File: src/sv/json_string_escaper_unit_assert.svh
// Assertion macros used by the string escaper back end.
`ifndef JSON_STRING_ESCAPER_UNIT_ASSERT_SVH
`define JSON_STRING_ESCAPER_UNIT_ASSERT_SVH

// Same-cycle implication, checked on clk and disabled while in reset.
`define JSE_ASSERT_NOW(label, ante, cons) \
	label: assert property (@(posedge clk) disable iff (!arst_n) (ante) |-> (cons)) \
		else $error("jse: same-cycle check failed");

// Next-cycle implication, checked on clk and disabled while in reset.
`define JSE_ASSERT_NEXT(label, ante, cons) \
	label: assert property (@(posedge clk) disable iff (!arst_n) (ante) |=> (cons)) \
		else $error("jse: next-cycle check failed");

`endif

File: src/sv/jse_pkg.sv
// Shared types, character codes and helpers for the string escaper.
`timescale 1ns / 1ps
`default_nettype none
package jse_pkg;

	// Descriptor queue depth and derived widths
	localparam int QDEPTH = 4;
	localparam int QPTR_W = $clog2(QDEPTH);
	localparam int QCNT_W = $clog2(QDEPTH + 1);

	// How the body of one item expands
	localparam logic [1:0] KIND_NONE = 2'd0; // no byte
	localparam logic [1:0] KIND_RAW  = 2'd1; // byte as is
	localparam logic [1:0] KIND_ESC  = 2'd2; // backslash + letter
	localparam logic [1:0] KIND_UNI  = 2'd3; // \u00 + two hex digits

	localparam logic [7:0] CHR_QUOTE = 8'h22;
	localparam logic [7:0] CHR_BSLASH = 8'h5C;
	localparam logic [7:0] CHR_SLASH = 8'h2F;
	localparam logic [7:0] CHR_BS = 8'h08;
	localparam logic [7:0] CHR_FF = 8'h0C;
	localparam logic [7:0] CHR_LF = 8'h0A;
	localparam logic [7:0] CHR_CR = 8'h0D;
	localparam logic [7:0] CHR_TAB = 8'h09;
	localparam logic [7:0] CHR_LOW_B = 8'h62;
	localparam logic [7:0] CHR_LOW_F = 8'h66;
	localparam logic [7:0] CHR_LOW_N = 8'h6E;
	localparam logic [7:0] CHR_LOW_R = 8'h72;
	localparam logic [7:0] CHR_LOW_T = 8'h74;
	localparam logic [7:0] CHR_LOW_U = 8'h75;
	localparam logic [7:0] CHR_ZERO = 8'h30;
	localparam logic [7:0] CHR_LOW_A = 8'h61;
	localparam logic [7:0] CHR_PRINT_LO = 8'h20;
	localparam logic [7:0] CHR_PRINT_HI = 8'h7E;

	typedef struct packed {
		logic       open_q;
		logic       close_q;
		logic [1:0] kind;
		logic [7:0] chr;
	} desc_t;

	typedef struct packed {
		logic full;
		logic empty;
	} qstat_t;

	function automatic logic [2:0] body_len(input logic [1:0] kind);
		logic [2:0] len;
		case (kind)
			KIND_RAW: len = 3'd1;
			KIND_ESC: len = 3'd2;
			KIND_UNI: len = 3'd6;
			default:  len = 3'd0;
		endcase
		return len;
	endfunction

	function automatic logic [7:0] hex_lower(input logic [3:0] nib);
		logic [7:0] c;
		if (nib < 4'd10)
			c = CHR_ZERO + {4'd0, nib};
		else
			c = CHR_LOW_A + {4'd0, nib} - 8'd10;
		return c;
	endfunction

endpackage
`default_nettype wire

File: src/sv/jse_front.sv
// Front end: accepts input beats, classifies the byte, pushes a descriptor.
`timescale 1ns / 1ps
`default_nettype none
module jse_front
	import jse_pkg::*;
(
	input  wire logic       in_valid,
	output logic            in_stall,
	input  wire logic [7:0] data_byte,
	input  wire logic       has_byte,
	input  wire logic       starts_string,
	input  wire logic       ends_string,
	input  wire qstat_t     q_stat,
	output logic            push,
	output desc_t           push_desc
);

	logic       is_esc;
	logic [7:0] esc_chr;

	assign in_stall = q_stat.full;

	always_comb begin
		is_esc  = 1'b1;
		esc_chr = data_byte;
		case (data_byte)
			CHR_QUOTE:  esc_chr = CHR_QUOTE;
			CHR_BSLASH: esc_chr = CHR_BSLASH;
			CHR_SLASH:  esc_chr = CHR_SLASH;
			CHR_BS:     esc_chr = CHR_LOW_B;
			CHR_FF:     esc_chr = CHR_LOW_F;
			CHR_LF:     esc_chr = CHR_LOW_N;
			CHR_CR:     esc_chr = CHR_LOW_R;
			CHR_TAB:    esc_chr = CHR_LOW_T;
			default:    is_esc  = 1'b0;
		endcase
	end

	always_comb begin
		push_desc.open_q  = starts_string;
		push_desc.close_q = ends_string;
		push_desc.chr     = data_byte;
		if (!has_byte) begin
			push_desc.kind = KIND_NONE;
		end else if (is_esc) begin
			push_desc.kind = KIND_ESC;
			push_desc.chr  = esc_chr;
		end else if (data_byte >= CHR_PRINT_LO && data_byte <= CHR_PRINT_HI) begin
			push_desc.kind = KIND_RAW;
		end else begin
			push_desc.kind = KIND_UNI;
		end
	end

	// Drop beats that produce no output at all
	assign push = in_valid && !q_stat.full && (has_byte || starts_string || ends_string);

endmodule
`default_nettype wire

File: src/sv/jse_fifo.sv
// Short descriptor queue between the front and back ends.
`timescale 1ns / 1ps
`default_nettype none
module jse_fifo
	import jse_pkg::*;
(
	input  wire logic  clk,
	input  wire logic  arst_n,
	input  wire logic  push,
	input  wire desc_t push_desc,
	input  wire logic  pop,
	output desc_t      head,
	output qstat_t     q_stat
);

	desc_t              slot_q [QDEPTH];
	logic [QPTR_W-1:0]  wr_ptr_q;
	logic [QPTR_W-1:0]  rd_ptr_q;
	logic [QCNT_W-1:0]  count_q;

	assign q_stat.full  = (count_q == QCNT_W'(QDEPTH));
	assign q_stat.empty = (count_q == '0);
	assign head         = slot_q[rd_ptr_q];

	always_ff @(posedge clk) begin
		if (push)
			slot_q[wr_ptr_q] <= push_desc;
	end

	always_ff @(posedge clk or negedge arst_n) begin
		if (!arst_n) begin
			wr_ptr_q <= '0;
			rd_ptr_q <= '0;
			count_q  <= '0;
		end else begin
			if (push)
				wr_ptr_q <= wr_ptr_q + 1'b1;
			if (pop)
				rd_ptr_q <= rd_ptr_q + 1'b1;
			case ({push, pop})
				2'b10:   count_q <= count_q + 1'b1;
				2'b01:   count_q <= count_q - 1'b1;
				default: count_q <= count_q;
			endcase
		end
	end

endmodule
`default_nettype wire

File: src/sv/jse_back.sv
// Back end: expands one descriptor into output beats through an output register.
`timescale 1ns / 1ps
`default_nettype none
module jse_back
	import jse_pkg::*;
(
	input  wire logic  clk,
	input  wire logic  arst_n,
	input  wire desc_t head,
	input  wire qstat_t q_stat,
	output logic       pop,
	output logic       out_valid,
	input  wire logic  out_stall,
	output logic [7:0] out_byte,
	output logic       run_last
);

`include "json_string_escaper_unit_assert.svh"

	logic [2:0] step_q;
	logic       out_valid_q;
	logic [7:0] out_byte_q;
	logic       run_last_q;

	logic       have;
	logic       load;
	logic [2:0] blen;
	logic [3:0] total;
	logic [2:0] body_pos;
	logic [7:0] body_chr;
	logic [7:0] next_byte;
	logic       next_last;

	assign have  = !q_stat.empty;
	assign load  = have && (!out_valid_q || !out_stall);
	assign pop   = load && next_last;
	assign blen  = body_len(head.kind);
	assign total = {3'd0, head.open_q} + {1'b0, blen} + {3'd0, head.close_q};
	assign body_pos = step_q - {2'd0, head.open_q};

	always_comb begin
		body_chr = head.chr;
		case (head.kind)
			KIND_ESC: begin
				if (body_pos == 3'd0)
					body_chr = CHR_BSLASH;
			end
			KIND_UNI: begin
				case (body_pos)
					3'd0:    body_chr = CHR_BSLASH;
					3'd1:    body_chr = CHR_LOW_U;
					3'd2:    body_chr = CHR_ZERO;
					3'd3:    body_chr = CHR_ZERO;
					3'd4:    body_chr = hex_lower(head.chr[7:4]);
					default: body_chr = hex_lower(head.chr[3:0]);
				endcase
			end
			default: body_chr = head.chr;
		endcase
	end

	always_comb begin
		if (head.open_q && step_q == 3'd0)
			next_byte = CHR_QUOTE;
		else if (body_pos < blen)
			next_byte = body_chr;
		else
			next_byte = CHR_QUOTE;
		next_last = ({1'b0, step_q} == total - 4'd1);
	end

	always_ff @(posedge clk or negedge arst_n) begin
		if (!arst_n) begin
			step_q      <= '0;
			out_valid_q <= 1'b0;
		end else begin
			if (load)
				step_q <= next_last ? 3'd0 : step_q + 3'd1;
			if (load)
				out_valid_q <= 1'b1;
			else if (!out_stall)
				out_valid_q <= 1'b0;
		end
	end

	always_ff @(posedge clk) begin
		if (load) begin
			out_byte_q <= next_byte;
			run_last_q <= next_last;
		end
	end

	assign out_valid = out_valid_q;
	assign out_byte  = out_byte_q;
	assign run_last  = run_last_q;

	// Mid-run step must have its descriptor still queued
	`JSE_ASSERT_NOW(a_step_has_desc, step_q != 3'd0, !q_stat.empty)
	// Step never runs past the descriptor's length
	`JSE_ASSERT_NOW(a_step_in_range, !q_stat.empty, {1'b0, step_q} < total)
	// Finishing a run rewinds the step counter
	`JSE_ASSERT_NEXT(a_rewind, load && next_last, step_q == 3'd0 && run_last)

endmodule
`default_nettype wire

File: src/sv/json_string_escaper_unit.sv
// Top level of the JSON string escaper: front end, descriptor queue, back end.
//
//  channel | direction | handshake          | payload
//  input   | in        | in_valid/in_stall   | data_byte, has_byte, starts_string, ends_string
//  output  | out       | out_valid/out_stall | out_byte, run_last
//
// One input beat is accepted per cycle while the 4-entry descriptor queue has room.
// Each item yields 0 to 8 output beats, one per cycle while out_stall is low; the back
// end's expansion counter sets the output rate, while the queue keeps taking items.
// Input to first output beat passes the queue write, then the output register.
// Reset (arst_n low) empties the queue and clears the output valid; no clearing pass.
// in_stall is high only while the queue is full; out_stall holds the output register.
`timescale 1ns / 1ps
`default_nettype none
module json_string_escaper_unit
	import jse_pkg::*;
(
	input  wire logic       clk,
	input  wire logic       arst_n,
	input  wire logic       in_valid,
	output logic            in_stall,
	input  wire logic [7:0] data_byte,
	input  wire logic       has_byte,
	input  wire logic       starts_string,
	input  wire logic       ends_string,
	output logic            out_valid,
	input  wire logic       out_stall,
	output logic [7:0]      out_byte,
	output logic            run_last
);

	qstat_t q_stat;
	desc_t  push_desc;
	desc_t  head;
	logic   push;
	logic   pop;

	jse_front u_front (
		.in_valid      (in_valid),
		.in_stall      (in_stall),
		.data_byte     (data_byte),
		.has_byte      (has_byte),
		.starts_string (starts_string),
		.ends_string   (ends_string),
		.q_stat        (q_stat),
		.push          (push),
		.push_desc     (push_desc)
	);

	jse_fifo u_fifo (
		.clk       (clk),
		.arst_n    (arst_n),
		.push      (push),
		.push_desc (push_desc),
		.pop       (pop),
		.head      (head),
		.q_stat    (q_stat)
	);

	jse_back u_back (
		.clk       (clk),
		.arst_n    (arst_n),
		.head      (head),
		.q_stat    (q_stat),
		.pop       (pop),
		.out_valid (out_valid),
		.out_stall (out_stall),
		.out_byte  (out_byte),
		.run_last  (run_last)
	);

endmodule
`default_nettype wire

File: config.mk
export PLATFORM = sky130hd
export DESIGN_NAME = json_string_escaper_unit
export DESIGN_NICKNAME = d
export VERILOG_FILES = /design/src/sv/jse_pkg.sv /design/src/sv/jse_front.sv /design/src/sv/jse_fifo.sv /design/src/sv/jse_back.sv /design/src/sv/json_string_escaper_unit.sv
export VERILOG_INCLUDE_DIRS = /design/src /design/src/sv
export SDC_FILE = /design/constraint.sdc
export NUM_CORES = 1
export LEC_CHECK = 0
export ABC_AREA = 1
export BUFFER_PORTS_ARGS = -buffer_cell sky130_fd_sc_hd__buf_2
export CAP_MARGIN = 20
export CORE_AREA = 8 8 97 90
export DETAILED_ROUTE_END_ITERATION = 10
export DIE_AREA = 0 0 105 98
export PLACE_DENSITY_LB_ADDON = 0.25
export SLEW_MARGIN = 20
export SYNTH_ARGS = -nofsm -noshare
export SYNTH_HDL_FRONTEND = slang
export SYNTH_SLANG_ARGS = --single-unit
File: constraint.sdc
create_clock -name clk -period 8.1 [get_ports clk]
set_input_delay 0.81 -clock clk [delete_from_list [all_inputs] [get_ports clk]]
set_output_delay 0.81 -clock clk [all_outputs]
set_load 0.01 [all_outputs]
# Word level (Yosys, flattened, before mapping)
# Memories as Yosys holds them, arrays and structs flattened.
# Cells that the tools add are included.
dict set report classes {
  addsub 15
  magnitude_cmp 5
  eq_ne 20
  muxes 19
  n_bitwise 1
  n_reduce_logical 20
}
# op count
set ops {}
lappend ops {{case mux 8 bit (8 select lines)} 1}
lappend ops {{equality test 8 x 4 -> 1 bit (second input constant)} 5}
lappend ops {{2-to-1 mux 8 bit} 5}
lappend ops {{case mux 8 bit (4 select lines)} 1}
lappend ops {{adder 7 x 4 -> 8 bit (first input constant)} 2}
lappend ops {{equality test 8 x 6 -> 1 bit (second input constant)} 2}
lappend ops {{case mux 8 bit (2 select lines)} 1}
lappend ops {{subtractor 8 x 4 -> 8 bit (second input constant)} 2}
lappend ops {{adder 6 x 4 -> 7 bit (first input constant)} 2}
lappend ops {{logical NOT 3 bit} 3}
lappend ops {{case mux 3 bit (3 select lines)} 1}
lappend ops {{equality test 8 x 7 -> 1 bit (second input constant)} 1}
lappend ops {{greater-or-equal comparator 8 x 6 -> 1 bit (second input constant)} 1}
lappend ops {{less-or-equal comparator 8 x 7 -> 1 bit (second input constant)} 1}
lappend ops {{less-than comparator 4 bit (second input constant)} 2}
lappend ops {{OR reduction 8 bit} 1}
lappend ops {{adder 3 x 1 -> 3 bit (second input constant)} 2}
lappend ops {{equality test 2 bit (second input constant)} 3}
lappend ops {{equality test 3 x 2 -> 1 bit (second input constant)} 2}
lappend ops {{equality test 3 bit (second input constant)} 2}
lappend ops {{logical AND 1 bit} 6}
lappend ops {{2-to-1 mux 2 bit} 3}
lappend ops {{case mux 3 bit (2 select lines)} 1}
lappend ops {{2-to-1 mux 1 bit} 5}
lappend ops {{other kinds (17)} 25}
dict set report totals {
  register_bits 20
  ramBits 48
  input_bits 15
  out_inout_bits 11
  wordCells 88
  n_memories 1
}
# name depth word_bits read_ports rd_ports_with_merged_regs write_ports line
set mem_list {}
lappend mem_list {u_fifo.slot_q 4 12 1 0 1 jse_fifo.sv:16} ;# desc_t slot_q [QDEPTH];

# Depth between registers and ports, before layout
# An unclocked memory read counts as a cell.
dict set report depth {
  word_depth 10
  ltp_mapped 24
}

# By module
# Synthesis repeated with hierarchy kept, for this count alone.
dict set report hier_totals {
  cells_unflattened 436
  area_unflattened_um2 3941.3
}
# mod n_inst cells_each area_each_um2
set modules_own_cells {}
lappend modules_own_cells {jse_fifo 1 189 2352.3}
lappend modules_own_cells {jse_back 1 151 1132.3}
lappend modules_own_cells {jse_front 1 96 456.7}

# Least setup slack after synthesis
# Ideal clock, no wire load.
dict set report synth_path {
  kind {register to register}
  start {reg u_fifo.rd_ptr_q[0]}
  end {reg u_fifo.count_q[2]}
  arrival_ps 3535
  required_time_ps 7969
  slack_ps 4435
  path_stages_with_launch 23
  period_less_slack_ps 3665
  cell_sequence {dfrtp_1 -> buf_6 -> inv_4 -> buf_2 -> nand2_1 -> a32o_1 -> ha_1 -> inv_1 -> ha_1 -> inv_1 -> fa_1 -> xnor2_1 -> a21oi_1 -> nand2_1 -> a21oi_2 -> nand3_2 -> inv_2 -> ha_1 -> inv_1 -> fa_1 -> a21oi_1 -> o21ai_0 -> xor2_1}
}
dict set report synth_between {
  elab_chain_len 10
  elab_cells_between_ends 14
}
# item line
set synth_lines {}
lappend synth_lines {{start: declaration} jse_fifo.sv:18} ;# logic [QPTR_W-1:0] rd_ptr_q;
lappend synth_lines {{start signal: assignment} jse_fifo.sv:39} ;# rd_ptr_q <= rd_ptr_q + 1'b1;
lappend synth_lines {{memory (4 x 12 bit) (*)} --}
lappend synth_lines {{equality test 2 bit or equality test 2 x 1 -> 1 bit (tied branches)} jse_pkg.sv:50} ;# case (kind)
lappend synth_lines {{case mux 3 bit (3 select lines)} jse_pkg.sv:50}
lappend synth_lines {{adder 1 x 3 -> 4 bit} jse_back.sv:38} ;# assign total = {3'd0, head.open_q} + {1'b0, blen} + {3'd0, head.close_q};
lappend synth_lines {{adder 4 x 1 -> 4 bit (*)} jse_back.sv:38}
lappend synth_lines {{subtractor 4 x 1 -> 4 bit (*)} jse_back.sv:69} ;# next_last = ({1'b0, step_q} == total - 4'd1);
lappend synth_lines {{equality test 3 x 4 -> 1 bit (*)} jse_back.sv:69}
lappend synth_lines {{logical AND 1 bit (*)} jse_back.sv:36} ;# assign pop = load && next_last;
lappend synth_lines {{via pop} json_string_escaper_unit.sv:36} ;# logic pop;
lappend synth_lines {{equality test 2 x 1 -> 1 bit or equality test 2 bit (tied branches)} jse_fifo.sv:40} ;# case ({push, pop})
lappend synth_lines {{case mux 3 bit (2 select lines) or nonzero test 2 bit (tied branches)} --}
lappend synth_lines {{end signal: assignment} jse_fifo.sv:41} ;# 2'b10: count_q <= count_q + 1'b1;
lappend synth_lines {{end signal: assignment} jse_fifo.sv:42} ;# 2'b01: count_q <= count_q - 1'b1;
lappend synth_lines {{end signal: assignment} jse_fifo.sv:43} ;# default: count_q <= count_q;
lappend synth_lines {{end: declaration} jse_fifo.sv:19} ;# logic [QCNT_W-1:0] count_q;
# Mark *: on every way through the listed nets, which the timed path passes. The rest lies on a longest branch.
# A chain may end at the register's enable or synchronous reset.

# Worst setup path in the final report
# Same ends and word-level chain as after synthesis.

==> metrics.sh <==
RUN_STATUS='completed'
SEQ_POWER_SHARE_PCT=32.0
CRIT_FANOUT=26
CTS.HTREE.LEVELS=3
WORST_SETUP_PATH_START_KIND='flip-flop'
CP.BUFFERS_INVERTERS=5
CRITICAL-PATH-TOP-DELAY-FAMILY='adder cells'
INSERTEDDIODECOUNT=0
BUFFER_PORTS.INSERTED=25
TOTALPOWERFINAL_mW=1.753
SYN-INSTANCE-COUNT=421
OVERALL_DIE_AREA_UM2=10290
ARRIVAL_WORST_ENDPOINT_NS=4.73
CRIT_SLOWEST_CELL='sky130_fd_sc_hd__dfrtp_1'
WARNINGS_SYNTHESIS=0
MAX_SLEW_MARGIN_PCT=37.79
FINAL.HOLD.WORST_SLACK_NS=0.3188
LAYOUT.NETS=482
CLKLATENCYLATEPIN_NS=0.34
SYN-MEAN-INSTANCE-AREA_UM2=9.044
WL_PER_CELL_UM=13.18
MAX_STAGE_DELAY_NS=0.89
DP.FINAL_HPWL_MM=5.226
POST-CTS-SETUP-BUFFERS=0
FINAL-SETUP-VIOL-COUNT=0
FIRST_ITER_VIOLATIONS=155
FIRST_GLOBAL_VIAS=2744
SKEW_NS=0.009303
COMBINATIONALPOWERSHARE_PCT=49.5
SHARE_OF_THE_YOSYS_CHIP_AREA_BELONGING_TO_REGISTERS_PCT=52.19
FIN_CELLS=550
GRT_PASS1_WL_MM=12.08
TIMING_MAX_TRANSITION_VIOLATIONS_FINAL=0
CLKSLEWWORSTSETUPHOLDPATHS_NS=0.08
CLOCKBUFFERDEPTH=2
FINAL_CORE_UTIL_PCT=58.92
GP_CONGESTION=0.8635
FINAL_LAYOUT_SIZE_SUFFIX_GT1_SHARE_PCT=17.40
CTS_REPAIR_RESIZE_COUNT=0
TIMING.FMAX_MHz=221.9
CAP_VIOLATIONS=0
VIASPERCELL=5.107
GRT_OVERFLOW=0
CELL_AREA_AFTER_TECHNOLOGY_MAPPING_UM2=3807
FIN_CRIT_NS=4.508
DRT_WL_TOTAL_MM=7.251
DR_TOTAL_VIAS=2809
CORE_AREA_UM2=7207
IO-PIN-COUNT=26
INTPOWER_mW=0.9893
VDD_DROP_MAX_mV=0.1454
LAYOUT_AREA_GROWTH_OVER_SYNTHESIS_PCT=11.53
YOSYS.CELL_TYPES.COUNT=38
GLOBAL_ROUTE.USAGE.TOTAL_PCT=14.51
TRITONCTS.NUM_BUFFERS=9
CTS_NUM_SINKS=68
TIMING.CRITICAL_PATH.REQUIRED_NS=8.33
WORST_PIN_SLEW_NS=0.9332
DPL.CELL_COUNT=534
CRITICAL_PATH_CLASS='flip-flop to flip-flop'
POWER_LEAKAGE_nW=1.896
P_PER_AREA_nW_PER_UM2=412.8
DIE_HEIGHT_UM=98
POWER.NET_SWITCHING_mW=0.7638
HOLD_BUFFERS=0
MAPPEDNETLISTNETS=454
SETUP.WORST_PATH.END_CLASS='flip-flop'
FILLCELLCOUNT=628
ANT_NETS=0
P_SW_SHARE_PCT=43.57
RSZ0062_AT_GRT='false'
ANTENNA_VIOLATIONS_BEFORE_REPAIR=0
REMAINING_DRC_ERRORS=0
DETAIL_ROUTE.FIRST_PASS.ITERATIONS=4
WORSTPATHCELLLIST='inv_4 > nand2_1 > nand3_2 > nand2_4 > nand2_1 > ha_1 > inv_1 > ha_1 > inv_1 > fa_1 > xnor2_1 > a21oi_1 > nand2_1 > a21oi_2 > nand3_2 > inv_2 > ha_1 > inv_1 > fa_1 > a21oi_1 > o21ai_0 > xor2_1'
CTS_TREE='built'
INITIAL_UTILIZATION_PCT=52.83
DIE_X_UM=105
CTS_ROOT_BUF='sky130_fd_sc_hd__clkbuf_8'
FINAL.SETUP.TNS_NS=0
YS_FF_LATCH=68
GRT_MAX_DEGREE=27
ROWS=30
HP-CLASS='input port to asynchronous set/reset pin'
SHARE_OF_TOTAL_POWER_IN_THE_CLOCK_NETWORK_PCT=18.5
FINAL.PERIOD_UTILIZATION_PCT=55.65
FINAL_HOLD_VIOL_COUNT=0
==> power by group through the flow <==
stage	registers [mW]	clock network [mW]	logic [mW]
2_1_floorplan	0.550	0	0.698
3_3_place_gp	0.566	0	0.837
3_5_place_dp	0.568	0	0.861
4_1_cts	0.561	0.331	0.869
5_1_grt	0.571	0.342	0.990
6_report	0.560	0.325	0.868
==> per-layer routing <==
layer	wire length (um)	part of all wire, %	track usage, %	vias up
met5	0	0	0	-
met4	87	1.2	6.250	0
met3	369	5.1	3.818	11
met2	3449	48	24.34	61
met1	3344	46	17.13	1293
li1	-	-	-	1444
==> flip-flops by register name, summed over array words and instances (netlist names) <==
signal / flops
u_fifo.count_q: 3
u_fifo.wr_ptr_q: 2
u_fifo.rd_ptr_q: 2
u_back.run_last: 1
u_fifo.slot_q: 48
u_back.out_byte: 8
u_back.step_q: 3
u_back.out_valid: 1
==> logic make-up (layout without fill, tap and decap cells) <==
family	after synthesis	count (layout)	synth area share (%)
AOI/OAI and AO/OA	42	42	6.573
xor gates and xnor gates	7	7	1.610
DFF	68	68	52.19
adders and majority gates	18	18	6.310
and+or+nand+nor	221	221	26.32
buffers and inverters	65	98	7.000
==> cells in the final DEF, fill, tap and decap left out, drive strengths merged, types with 6 or more instances in the layout <==
master  synthesis  layout
dfrtp          11      11
ha             16      16
edfxtp         57      57
nand2         129     129
buf             7      26
clkbuf          2      10
nor2           34      34
o21ai          20      20
nand3          42      42
inv            56      58
nand4           6       6
a21oi          16      16
==> synthesized netlist by cell type <==
library cell               instances  area share [%]
sky130_fd_sc_hd__nand3b_1          1            0.20
sky130_fd_sc_hd__o21ai_2           1            0.23
sky130_fd_sc_hd__inv_2             9            0.89
sky130_fd_sc_hd__o21ai_1           6            0.79
sky130_fd_sc_hd__nor2_4            1            0.30
sky130_fd_sc_hd__or2_1             2            0.33
sky130_fd_sc_hd__buf_4             2            0.39
sky130_fd_sc_hd__nand3_2           6             1.6
sky130_fd_sc_hd__o21ai_0          13             1.7
sky130_fd_sc_hd__nor2_1           30             3.0
sky130_fd_sc_hd__fa_1              2             1.1
sky130_fd_sc_hd__nand2_2           7             1.2
sky130_fd_sc_hd__xor2_1            4            0.92
sky130_fd_sc_hd__and2_1            1            0.16
sky130_fd_sc_hd__o22ai_1           2            0.33
sky130_fd_sc_hd__nand2_1         121              12
sky130_fd_sc_hd__edfxtp_1         57              45
sky130_fd_sc_hd__buf_6             1            0.30
sky130_fd_sc_hd__o211ai_1          1            0.20
sky130_fd_sc_hd__a21oi_1          15             2.0
sky130_fd_sc_hd__nor2_2            2            0.33
sky130_fd_sc_hd__a32o_1            1            0.26
sky130_fd_sc_hd__xnor2_1           3            0.69
sky130_fd_sc_hd__nand4_1           6            0.99
sky130_fd_sc_hd__ha_1             16             5.3
sky130_fd_sc_hd__a32oi_2           1            0.43
sky130_fd_sc_hd__or2_2             2            0.33
sky130_fd_sc_hd__inv_1            46             4.5
sky130_fd_sc_hd__a21oi_2           1            0.23
sky130_fd_sc_hd__nor2_8            1            0.53
sky130_fd_sc_hd__nor3_1            4            0.53
sky130_fd_sc_hd__nand2_4           1            0.30
sky130_fd_sc_hd__clkbuf_1          2            0.20
sky130_fd_sc_hd__inv_4             1            0.16
sky130_fd_sc_hd__o311ai_2          1            0.43
sky130_fd_sc_hd__dfrtp_1          11             7.2
sky130_fd_sc_hd__buf_2             4            0.53
sky130_fd_sc_hd__nand3_1          36             4.7
==> cell type report <==
cell class	count	area [um^2]	area share, %
repair buffers	26	132.6	3.123
multi-input cells	288	1562	36.77
clock buffers	10	137.6	3.241
clock inverters	6	95.09	2.239
well taps	96	120.1	2.829
flip-flops and latches	68	1987	46.79
inverters	56	212.7	5.009
==> stage by stage <==
stage / area (um^2) / setup WS [ns]
2_1_floorplan: 3807 / 4.435
3_3_place_gp: 4006 / 3.743
3_5_place_dp: 4011 / 3.611
4_1_cts: 4244 / 3.600
5_1_grt: 4247 / 3.163
6_report: 4247 / 3.592
==> path summary, 6_finish.rpt <==
path / startpoint / end / slack [ns] / cells after the start
max: u_fifo.rd_ptr_q[0]$_DFFE_PN0P_ / u_fifo.count_q[2]$_DFFE_PN0P_ / 3.59 / 22
min: arst_n / u_back.step_q[1]$_DFFE_PN0P_ / 0.32 / 1
max reg2reg: u_fifo.rd_ptr_q[0]$_DFFE_PN0P_ / u_fifo.count_q[2]$_DFFE_PN0P_ / 3.59 / 22
min reg2reg: u_fifo.count_q[0]$_DFFE_PN0P_ / u_fifo.count_q[0]$_DFFE_PN0P_ / 0.50 / 1
max in group asynchronous: arst_n / u_fifo.count_q[0]$_DFFE_PN0P_ / 7.57 / 1
min in group clk: u_fifo.count_q[0]$_DFFE_PN0P_ / u_fifo.count_q[0]$_DFFE_PN0P_ / 0.50 / 1
Note: power is estimated with default switching activity, not from simulation.
